[src/tti_pkg.sv]
`timescale 1ns / 1ps
// ----------------------------------------------------------------------------
// tti_pkg: shared types and constants of the table trilinear interpolator
// Grid sizes, item and result layouts, controller commands and helpers.
// ----------------------------------------------------------------------------
package tti_pkg;

  // Grid sizes
  localparam int N_TEMP   = 35;
  localparam int N_GRAV   = 14;
  localparam int N_ENERGY = 166;
  localparam int N_ANGLE  = 67;

  localparam int TAB_DEPTH = N_TEMP * N_GRAV * N_ENERGY * N_ANGLE;
  localparam int TAB_AW    = $clog2(TAB_DEPTH);
  localparam int ANG_AW    = $clog2(N_ANGLE);
  localparam int ANG_CW    = $clog2(N_ANGLE + 1);
  localparam int T_IW      = $clog2(N_TEMP);
  localparam int G_IW      = $clog2(N_GRAV);

  localparam logic [TAB_AW-1:0] STRIDE_G = TAB_AW'(N_ENERGY * N_ANGLE);
  localparam logic [TAB_AW-1:0] STRIDE_T = TAB_AW'(N_GRAV * N_ENERGY * N_ANGLE);

  // Divider sizing: |dividend| < 2^57, |divisor| < 2^24
  localparam int DVD_W  = 58;
  localparam int DVS_W  = 25;
  localparam int QM_W   = 57;
  localparam int DM_W   = 24;
  localparam int DIV_CW = $clog2(QM_W);

  // Configuration port
  localparam int PADDR_W = 5;

  // Request codes
  localparam logic [1:0] REQ_TAB_WR = 2'd0;
  localparam logic [1:0] REQ_ANG_WR = 2'd1;
  localparam logic [1:0] REQ_QUERY  = 2'd2;
  localparam logic [1:0] REQ_NONE   = 2'd3;

  // Register indexes
  localparam logic [2:0] REG_TEMP_ORIGIN = 3'd0;
  localparam logic [2:0] REG_TEMP_STEP   = 3'd1;
  localparam logic [2:0] REG_TEMP_INV    = 3'd2;
  localparam logic [2:0] REG_GRAV_ORIGIN = 3'd3;
  localparam logic [2:0] REG_GRAV_STEP   = 3'd4;
  localparam logic [2:0] REG_GRAV_INV    = 3'd5;

  localparam logic signed [63:0] SAT_MAX = 64'sh0000_0000_7FFF_FFFF;
  localparam logic signed [63:0] SAT_MIN = 64'shFFFF_FFFF_8000_0000;

  typedef struct packed {
    logic [1:0]         req_type;
    logic [22:0]        address;
    logic signed [31:0] write_value;
    logic [16:0]        angle_cos;
    logic [23:0]        log_temp;
    logic [23:0]        log_grav;
    logic [7:0]         energy_index;
  } req_t;

  typedef struct packed {
    logic signed [31:0] log_intensity;
    logic               out_of_grid;
  } res_t;

  typedef struct packed {
    logic [23:0] temp_origin;
    logic [23:0] temp_step;
    logic [23:0] temp_step_inv;
    logic [23:0] grav_origin;
    logic [23:0] grav_step;
    logic [23:0] grav_step_inv;
  } cfg_t;

  typedef enum logic [4:0] {
    OP_NOP, OP_ACCEPT, OP_SRCH_RD, OP_SRCH_INC, OP_ANG_RD0, OP_ANG_RD1, OP_ANG_SET,
    OP_LOC_MUL, OP_LOC_MUL2, OP_LOC_SUB, OP_LOC_FIX, OP_ADR1, OP_ADR2, OP_ADR3,
    OP_L0, OP_LMUL, OP_DIV, OP_LADD, OP_SAVE_M, OP_SAVE_G, OP_FINISH
  } op_e;

  typedef enum logic [1:0] {
    LS_ANG, LS_GRAV, LS_TEMP
  } lsrc_e;

  typedef struct packed {
    op_e   op;
    logic  trd;
    logic  kt;
    logic  kg;
    logic  m1;
    logic  axis;
    lsrc_e lsrc;
  } cmd_t;

  typedef struct packed {
    logic is_query;
    logic srch_lt;
    logic srch_last;
    logic use_mu;
    logic dt_nz;
    logic dg_nz;
    logic div_done;
  } sts_t;

  // Clip a wide signed value to the signed 32-bit range
  function automatic logic signed [31:0] sat32(input logic signed [63:0] v);
    logic signed [31:0] r;
    if (v > SAT_MAX) r = SAT_MAX[31:0];
    else if (v < SAT_MIN) r = SAT_MIN[31:0];
    else r = v[31:0];
    return r;
  endfunction

endpackage

[src/tti_ctrl.sv]
`timescale 1ns / 1ps
// ----------------------------------------------------------------------------
// tti_ctrl: sequencer of the interpolator
// Steps each query through search, locate, addressing and interpolation.
// ----------------------------------------------------------------------------
module tti_ctrl import tti_pkg::*; (
  input  logic clk_i,
  input  logic rst_ni,
  input  logic start_i,
  input  sts_t sts_i,
  output cmd_t cmd_o,
  output logic busy_o
);

  localparam logic [4:0] S_IDLE     = 5'd0;
  localparam logic [4:0] S_SRCH_RD  = 5'd1;
  localparam logic [4:0] S_SRCH_CMP = 5'd2;
  localparam logic [4:0] S_ANG_RD0  = 5'd3;
  localparam logic [4:0] S_ANG_RD1  = 5'd4;
  localparam logic [4:0] S_ANG_SET  = 5'd5;
  localparam logic [4:0] S_LOC_MUL  = 5'd6;
  localparam logic [4:0] S_LOC_MUL2 = 5'd7;
  localparam logic [4:0] S_LOC_SUB  = 5'd8;
  localparam logic [4:0] S_LOC_FIX  = 5'd9;
  localparam logic [4:0] S_ADR1     = 5'd10;
  localparam logic [4:0] S_ADR2     = 5'd11;
  localparam logic [4:0] S_ADR3     = 5'd12;
  localparam logic [4:0] S_C_RD0    = 5'd13;
  localparam logic [4:0] S_C_RD1    = 5'd14;
  localparam logic [4:0] S_LMUL     = 5'd15;
  localparam logic [4:0] S_DIV      = 5'd16;
  localparam logic [4:0] S_DIV_WAIT = 5'd17;
  localparam logic [4:0] S_LADD     = 5'd18;
  localparam logic [4:0] S_SAVE_M   = 5'd19;
  localparam logic [4:0] S_SAVE_G   = 5'd20;
  localparam logic [4:0] S_FINISH   = 5'd21;

  logic [4:0] state_q, state_d;
  logic       axis_q, axis_d;
  logic       kt_q, kt_d;
  logic       kg_q, kg_d;
  lsrc_e      src_q, src_d;

  always_ff @(posedge clk_i or negedge rst_ni) begin
    if (!rst_ni) begin
      state_q <= S_IDLE;
      axis_q  <= 1'b0;
      kt_q    <= 1'b0;
      kg_q    <= 1'b0;
      src_q   <= LS_ANG;
    end else begin
      state_q <= state_d;
      axis_q  <= axis_d;
      kt_q    <= kt_d;
      kg_q    <= kg_d;
      src_q   <= src_d;
    end
  end

  // Next state and command
  always_comb begin
    state_d    = state_q;
    axis_d     = axis_q;
    kt_d       = kt_q;
    kg_d       = kg_q;
    src_d      = src_q;
    cmd_o.op   = OP_NOP;
    cmd_o.trd  = 1'b0;
    cmd_o.kt   = kt_q;
    cmd_o.kg   = kg_q;
    cmd_o.m1   = 1'b0;
    cmd_o.axis = axis_q;
    cmd_o.lsrc = src_q;
    unique case (state_q)
      S_IDLE: begin
        if (start_i) begin
          cmd_o.op = OP_ACCEPT;
          if (sts_i.is_query) state_d = S_SRCH_RD;
        end
      end
      S_SRCH_RD: begin
        cmd_o.op = OP_SRCH_RD;
        state_d  = S_SRCH_CMP;
      end
      S_SRCH_CMP: begin
        if (sts_i.srch_lt) begin
          cmd_o.op = OP_SRCH_INC;
          state_d  = sts_i.srch_last ? S_ANG_RD0 : S_SRCH_RD;
        end else begin
          state_d = S_ANG_RD0;
        end
      end
      S_ANG_RD0: begin
        cmd_o.op = OP_ANG_RD0;
        state_d  = S_ANG_RD1;
      end
      S_ANG_RD1: begin
        cmd_o.op = OP_ANG_RD1;
        state_d  = S_ANG_SET;
      end
      S_ANG_SET: begin
        cmd_o.op = OP_ANG_SET;
        axis_d   = 1'b0;
        state_d  = S_LOC_MUL;
      end
      S_LOC_MUL: begin
        cmd_o.op = OP_LOC_MUL;
        state_d  = S_LOC_MUL2;
      end
      S_LOC_MUL2: begin
        cmd_o.op = OP_LOC_MUL2;
        state_d  = S_LOC_SUB;
      end
      S_LOC_SUB: begin
        cmd_o.op = OP_LOC_SUB;
        state_d  = S_LOC_FIX;
      end
      S_LOC_FIX: begin
        cmd_o.op = OP_LOC_FIX;
        if (axis_q) begin
          state_d = S_ADR1;
        end else begin
          axis_d  = 1'b1;
          state_d = S_LOC_MUL;
        end
      end
      S_ADR1: begin
        cmd_o.op = OP_ADR1;
        state_d  = S_ADR2;
      end
      S_ADR2: begin
        cmd_o.op = OP_ADR2;
        state_d  = S_ADR3;
      end
      S_ADR3: begin
        cmd_o.op = OP_ADR3;
        kt_d     = 1'b0;
        kg_d     = 1'b0;
        state_d  = S_C_RD0;
      end
      // Read the lower angle corner
      S_C_RD0: begin
        cmd_o.trd = 1'b1;
        state_d   = S_C_RD1;
      end
      // Hold the lower corner, fetch the upper one when angle is interpolated
      S_C_RD1: begin
        cmd_o.op  = OP_L0;
        cmd_o.trd = sts_i.use_mu;
        cmd_o.m1  = 1'b1;
        if (sts_i.use_mu) begin
          src_d   = LS_ANG;
          state_d = S_LMUL;
        end else begin
          state_d = S_SAVE_M;
        end
      end
      S_LMUL: begin
        cmd_o.op = OP_LMUL;
        state_d  = S_DIV;
      end
      S_DIV: begin
        cmd_o.op = OP_DIV;
        state_d  = S_DIV_WAIT;
      end
      S_DIV_WAIT: begin
        if (sts_i.div_done) state_d = S_LADD;
      end
      S_LADD: begin
        cmd_o.op = OP_LADD;
        unique case (src_q)
          LS_GRAV: state_d = S_SAVE_G;
          LS_TEMP: state_d = S_FINISH;
          default: state_d = S_SAVE_M;
        endcase
      end
      S_SAVE_M: begin
        cmd_o.op = OP_SAVE_M;
        if (!kg_q && sts_i.dg_nz) begin
          kg_d    = 1'b1;
          state_d = S_C_RD0;
        end else if (sts_i.dg_nz) begin
          src_d   = LS_GRAV;
          state_d = S_LMUL;
        end else begin
          state_d = S_SAVE_G;
        end
      end
      S_SAVE_G: begin
        cmd_o.op = OP_SAVE_G;
        if (!kt_q && sts_i.dt_nz) begin
          kt_d    = 1'b1;
          kg_d    = 1'b0;
          state_d = S_C_RD0;
        end else if (sts_i.dt_nz) begin
          src_d   = LS_TEMP;
          state_d = S_LMUL;
        end else begin
          state_d = S_FINISH;
        end
      end
      S_FINISH: begin
        cmd_o.op = OP_FINISH;
        state_d  = S_IDLE;
      end
      default: state_d = S_IDLE;
    endcase
  end

  assign busy_o = state_q != S_IDLE;

endmodule

[config.mk]
export PLATFORM = sky130hd
export DESIGN_NAME = tti_ctrl
export DESIGN_NICKNAME = d
export VERILOG_FILES = /design/src/tti_pkg.sv /design/src/tti_ctrl.sv
export SDC_FILE = /design/constraint.sdc
export NUM_CORES = 1
export LEC_CHECK = 0
export ABC_CLOCK_PERIOD_IN_PS = 3650
export BUFFER_PORTS_ARGS = -buffer_cell sky130_fd_sc_hd__buf_2
export CAP_MARGIN = 20
export CORE_ASPECT_RATIO = 0.75
export CORE_MARGIN = 3
export CORE_UTILIZATION = 50
export DETAILED_ROUTE_END_ITERATION = 12
export PLACE_DENSITY_LB_ADDON = 0.25
export SYNTH_ARGS = -nofsm -noshare
export SYNTH_HDL_FRONTEND = slang
export SYNTH_SLANG_ARGS = --single-unit
[constraint.sdc]
create_clock -name clk_i -period 3.65 [get_ports clk_i]
set_clock_uncertainty 0.1 [all_clocks]
set_input_delay 0.365 -clock clk_i [delete_from_list [all_inputs] [get_ports clk_i]]
set_output_delay 0.365 -clock clk_i [all_outputs]
set_load 0.02 [all_outputs]
Word level (Yosys, flattened, before mapping):

Cells that the tools add are included.

* register bits: 10
* output and inout bits: 13

* reduce and logical (&&, ||, !) cells: 14
* muxes and demuxes: 30
* equal/unequal tests: 33

Operators with widths (count)
* case mux 5 bit (21 select lines): 1
* case mux 5 bit (20 select lines): 1
* equality test 5 x 4 -> 1 bit, second input constant: 8
* two-way mux 5 bit: 8
* equality test 5 bit, second input constant: 6
* equality test 5 x 3 -> 1 bit, second input constant: 4
* inequality test 2 bit, second input constant: 10
* two-way mux 2 bit: 8
* equality test 5 x 2 -> 1 bit, second input constant: 2
* case mux 1 bit (2 select lines): 3
* case mux 2 bit (3 select lines): 1
* case mux 3 bit (2 select lines): 1
* AND reduction 3 bit: 2
* AND reduction 6 bit: 1
* nonzero test 3 bit: 2
* equality test 5 x 1 -> 1 bit, second input constant: 1
* zero test 5 bit: 1
* two-way mux 1 bit: 5
* nonzero test 5 bit: 1
* two-way mux 4 bit: 1
* nonzero test 2 bit: 2
* case mux 1 bit (3 select lines): 1
* equality test 2 x 1 -> 1 bit, second input constant: 1
* equality test 2 bit, second input constant: 1
* other kinds (3): 5

Longest topological paths before layout:

* depth in word-level cells: 4
* mapped depth: 6
* gate-level depth less buffers: 6

Worst setup path after synthesis:

OpenSTA, ideal clock, no wires.

* kind: register to output
* start point: register state_q[2]
* end point: output cmd_o[11] (netlist bit)
* arrival: 1.596 ns
* path slack: 1.589 ns
* required time: 3.185 ns
* stages on the path, launching flop included: 5
* cells stage by stage: dfrtp_1 clkbuf_1 clkbuf_1 nor2_1 a211oi_1

RTL lines
* start: declaration: RTL line tti_ctrl.sv:38 `logic [4:0] state_q, state_d;`
* start signal: assignment: RTL line tti_ctrl.sv:52 `state_q <= state_d;`
* end: declaration: RTL line tti_ctrl.sv:11 `output cmd_t cmd_o,`

==> results.md <==
Outcome:
- The flow ran to the end, and the final reports show no timing, DRC or antenna violations.

Clock network:
- The tree is rooted in a sky130_fd_sc_hd__clkbuf_4.
- The maximum level of the CTS H-tree is 1.
- The clock tree from TritonCTS is done.
- After clock tree synthesis, the flow added hold-fix buffers numbering 1.
- The count of cells resized by post-cts repair is 0.
- The total clock sinks is 10.
- The clock-pin slew reported for the worst setup and hold paths after clock tree synthesis is 60 ps.
- The clock passes through at most 2 buffers.
- The total clock buffers created by CTS is 3.
- The number of buffers added for setup after CTS is 0.
- The clock reaches the later pin of the worst-skew pair after 270 ps.

Drt:
- The first-iteration detailed-routing DRC count is between 60 and 70.
- Before antenna repair, the detailed router went through 4 iterations.
- In the routed design, unresolved DRC markers number 0.
- The final layout contains routed wiring with a total length of around 2.7 mm.
- The total number of vias is 1,072.
- The ratio of routed vias to standard cells is 6.16.
- Once detail routing completed, the nets flagged for antenna violations numbered 0.
- Dividing the detail-routed wire length by the instance count gives roughly 15 um.

Logic synthesis:
- The number of flip-flops and latches in the synthesized netlist is 10.
- The number of instances in the synthesized netlist is approximately 140.
- The share of the Yosys chip area taken by registers is 0.253.
- The portion of synthesized cell area occupied by the leading cell type is 0.253.
- The synthesized design contains 0 enable-type register cells.
- sky130_fd_sc_hd__o21ai_0 is the most common cell in the netlist.
- By area the synthesized netlist is led by sky130_fd_sc_hd__dfrtp_1 25%, sky130_fd_sc_hd__o21ai_0 8.1%, sky130_fd_sc_hd__a21oi_1 6.6%.
- Sorting the synthesized cells by how often they occur yields 16 x sky130_fd_sc_hd__o21ai_0, 13 x sky130_fd_sc_hd__a21oi_1, 11 x sky130_fd_sc_hd__nand2_1, 11 x sky130_fd_sc_hd__nor2_1.
- Of all cell types, the one taking the most synthesized area is sky130_fd_sc_hd__dfrtp_1.
- The share of flip-flops with an asynchronous set or reset after synthesis is 1.00.
- The mapped netlist covers 991 sq um.
- The average cell area after synthesis is 6.98 sq um.
- Synthesis instantiated 36 different standard cells from the library.
- The most frequently used flop master after synthesis is sky130_fd_sc_hd__dfrtp_1.
- The number of warnings reported in the yosys synthesis log is 0.
- Synthesis produced a netlist with a net count of between 150 and 200.

Global routing:
- The met1 layer usage reported by global route is 0.327.
- For this run the aggregate overflow at the end of global routing stands at 0.
- In the global route stage, overall resource usage came out at 0.227.
- The number of global-route vias before repair is 963.
- The number of antenna violations at the first check in global routing is 0.
- The first global-routing pass estimated 4.52 mm of wire.
- The met3 demand-to-capacity share in global routing is 0.0612.
- For met2 alone, demand over resource in global routing was 0.333.
- Entering global routing, the biggest net connects 30 pins.
- In this run the most used layer during global routing was met2.

Job:
- The count of maximum capacitance violations is 0.

Setup path:
- Walking the worst path, the cells encountered are nor3b_1, o21ai_0, o21ai_0, buf_2.
- Of all nets on the critical path, the largest fanout is 26.
- The startpoint identified for the worst register-to-register timing path is state_q[4].
- The slowest cell on the critical path is sky130_fd_sc_hd__dfrtp_1.
- The most frequent cell on the critical path is sky130_fd_sc_hd__o21ai_0.
- Data on the critical path is required at its endpoint by 3180 ps.
- The kind of start point of the critical path is a register.
- The critical path starts at state_q[2].
- The number of buffer and inverter instances along the worst setup path is 1.
- The element type at the critical path end is a primary output.
- The cell class contributing the biggest share of worst-path delay is flip-flops.
- The worst setup path is of the reg -> out kind.
- The critical path's largest stage delay is 800 ps.
- STA puts the critical path data arrival time at 2170 ps.

Floorplanning:
- In this run the core area contains 13 standard-cell rows.
- The overall die area is 2560 sq um.
- The number of top-level design ports is 23.
- The floorplan step defined a core boundary enclosing 1810 sq um.
- The initial utilization of the core area, before any placement, comes to 0.549.
- From bottom edge to top edge, the die measures approximately 45 um.
- From left edge to right edge, the die measures 57.4 um.

STA:
- The actual slew at the worst max-slew pin is 832 ps.
- The setup TNS is 0 ps.
- Final hold analysis gives a worst-case slack of ~210 ps.
- The total count of hold-check failures in the final report is 0.
- Static timing analysis puts the maximum clock frequency at 0.379 GHz.
- The final critical-path share of the clock period is 0.723.
- The final number of setup-violating endpoints is 0.
- Setup repair after global routing left no endpoint under its margin.
- The max-slew violation total from the final report is 0.
- In this run the tightest slew margin relative to its limit is 0.445.
- Subtracting the final worst setup slack from the clock period gives 2640 ps.

Layout:
- Of the cells placed in the final design, the portion with a size suffix greater than 1 is 0.171.
- The number of antenna diodes in the final layout is 0.
- After the last flow step, the layout net total stands at ~170.
- Compared with the post-synthesis result, the final layout area differs by 9.85%.

Placed design:
- In this run the tool buffered the top-level ports with 22 buffer cells.
- Routability-driven placement finished with a final weighted congestion of around 0.85.
- The placed wire-length estimate is 1.88 mm.

Worst hold path:
- The worst hold path startpoint is sts_i[0].
- The path class of the tightest hold or removal check is in -> reg.

Power:
- The total leakage power is 0.447 nW.
- Power spread over the standard cell area amounts to 868 nW/um^2.
- The worst voltage drop across the vdd grid is 0.000575 V.
-- flip-flops by register name, summed over array words and instances, names as in the netlist --
signal   count
state_q      5
axis_q       1
kg_q         1
src_q        2
kt_q         1
-- worst reg2reg max path, cell delays in order, from the launching register on --
cell	delay (ps)
sky130_fd_sc_hd__dfrtp_1	790
sky130_fd_sc_hd__or3b_1	470
sky130_fd_sc_hd__or2_1	310
sky130_fd_sc_hd__o221a_1	290
sky130_fd_sc_hd__o211ai_1	160
-- stage by stage --
stage / power (mW) / setup WS [ps] / utilization / std cells / cell area (sq um)
detailed placement: 0.860 / 1360 / 0.585 / 170 / 1060
CTS: 0.941 / 1060 / 0.603 / 174 / 1090
global route: 1.03 / 701 / 0.603 / 174 / 1090
finish: 0.945 / 1010 / 0.603 / 174 / 1090
global placement: 0.850 / 1470 / 0.585 / 170 / 1060
floorplan: 0.733 / 1590 / - / 142 / 991
-- path summary, 6_finish.rpt --
path	end	slack [ps]	depth (start not counted)
max	cmd_o[8]	1010	4
min	state_q[0]	210	2
max reg2reg	src_q[0]	1440	4
min reg2reg	kg_q	430	1
max in group asynchronous	axis_q	2870	2
min in group asynchronous	state_q[1]	390	2
-- final cells by class --
type | instances | area (sq um)
multi-input cells | 109 | 642
well taps | 22 | 27.5
clock buffers | 3 | 22.5
fillers | 181 | 717
flip-flops and latches | 10 | 250
inverters | 7 | 26.3
repair buffers | 23 | 120
-- placed cells by master, fill, tap and decap left out, drive strengths merged, types with 2 or more instances in the layout --
cell | netlist | final
dfrtp | 10 | 10
nor2b | 3 | 3
o22ai | 2 | 2
or2 | 2 | 2
buf | 6 | 22
nand2 | 11 | 11
a2bb2oi | 2 | 2
o211ai | 3 | 3
nor2 | 11 | 11
a31oi | 2 | 2
nand3 | 4 | 4
nor3 | 7 | 7
o32ai | 4 | 4
nand3b | 6 | 6
nand2b | 6 | 6
inv | 7 | 7
o22a | 2 | 2
a21oi | 13 | 13
o21ai | 16 | 16
and2 | 3 | 3
clkbuf | 10 | 3
-- layer usage --
metal / routed length, um / part of all wire
met1: 1270 / 0.48
met2: 1190 / 0.45
met3: 177 / 0.067
met4: 21 / 0.0079
met5: 0 / 0
-- logic make-up after synthesis --
logic type	share of synthesized area
compound gates	0.330
fa+ha+maj	0.0126
buf+inv	0.0998
flops	0.253
mux	0.0101
simple gates	0.295
-- report_power, final --
group	internal, mW	switching [mW]	total, mW
registers	0.156	0.166	0.322
logic	0.234	0.314	0.547
clock network	0.0382	0.0379	0.0761
total	0.428	0.518	0.945
Power figures use the tool's default switching activity.
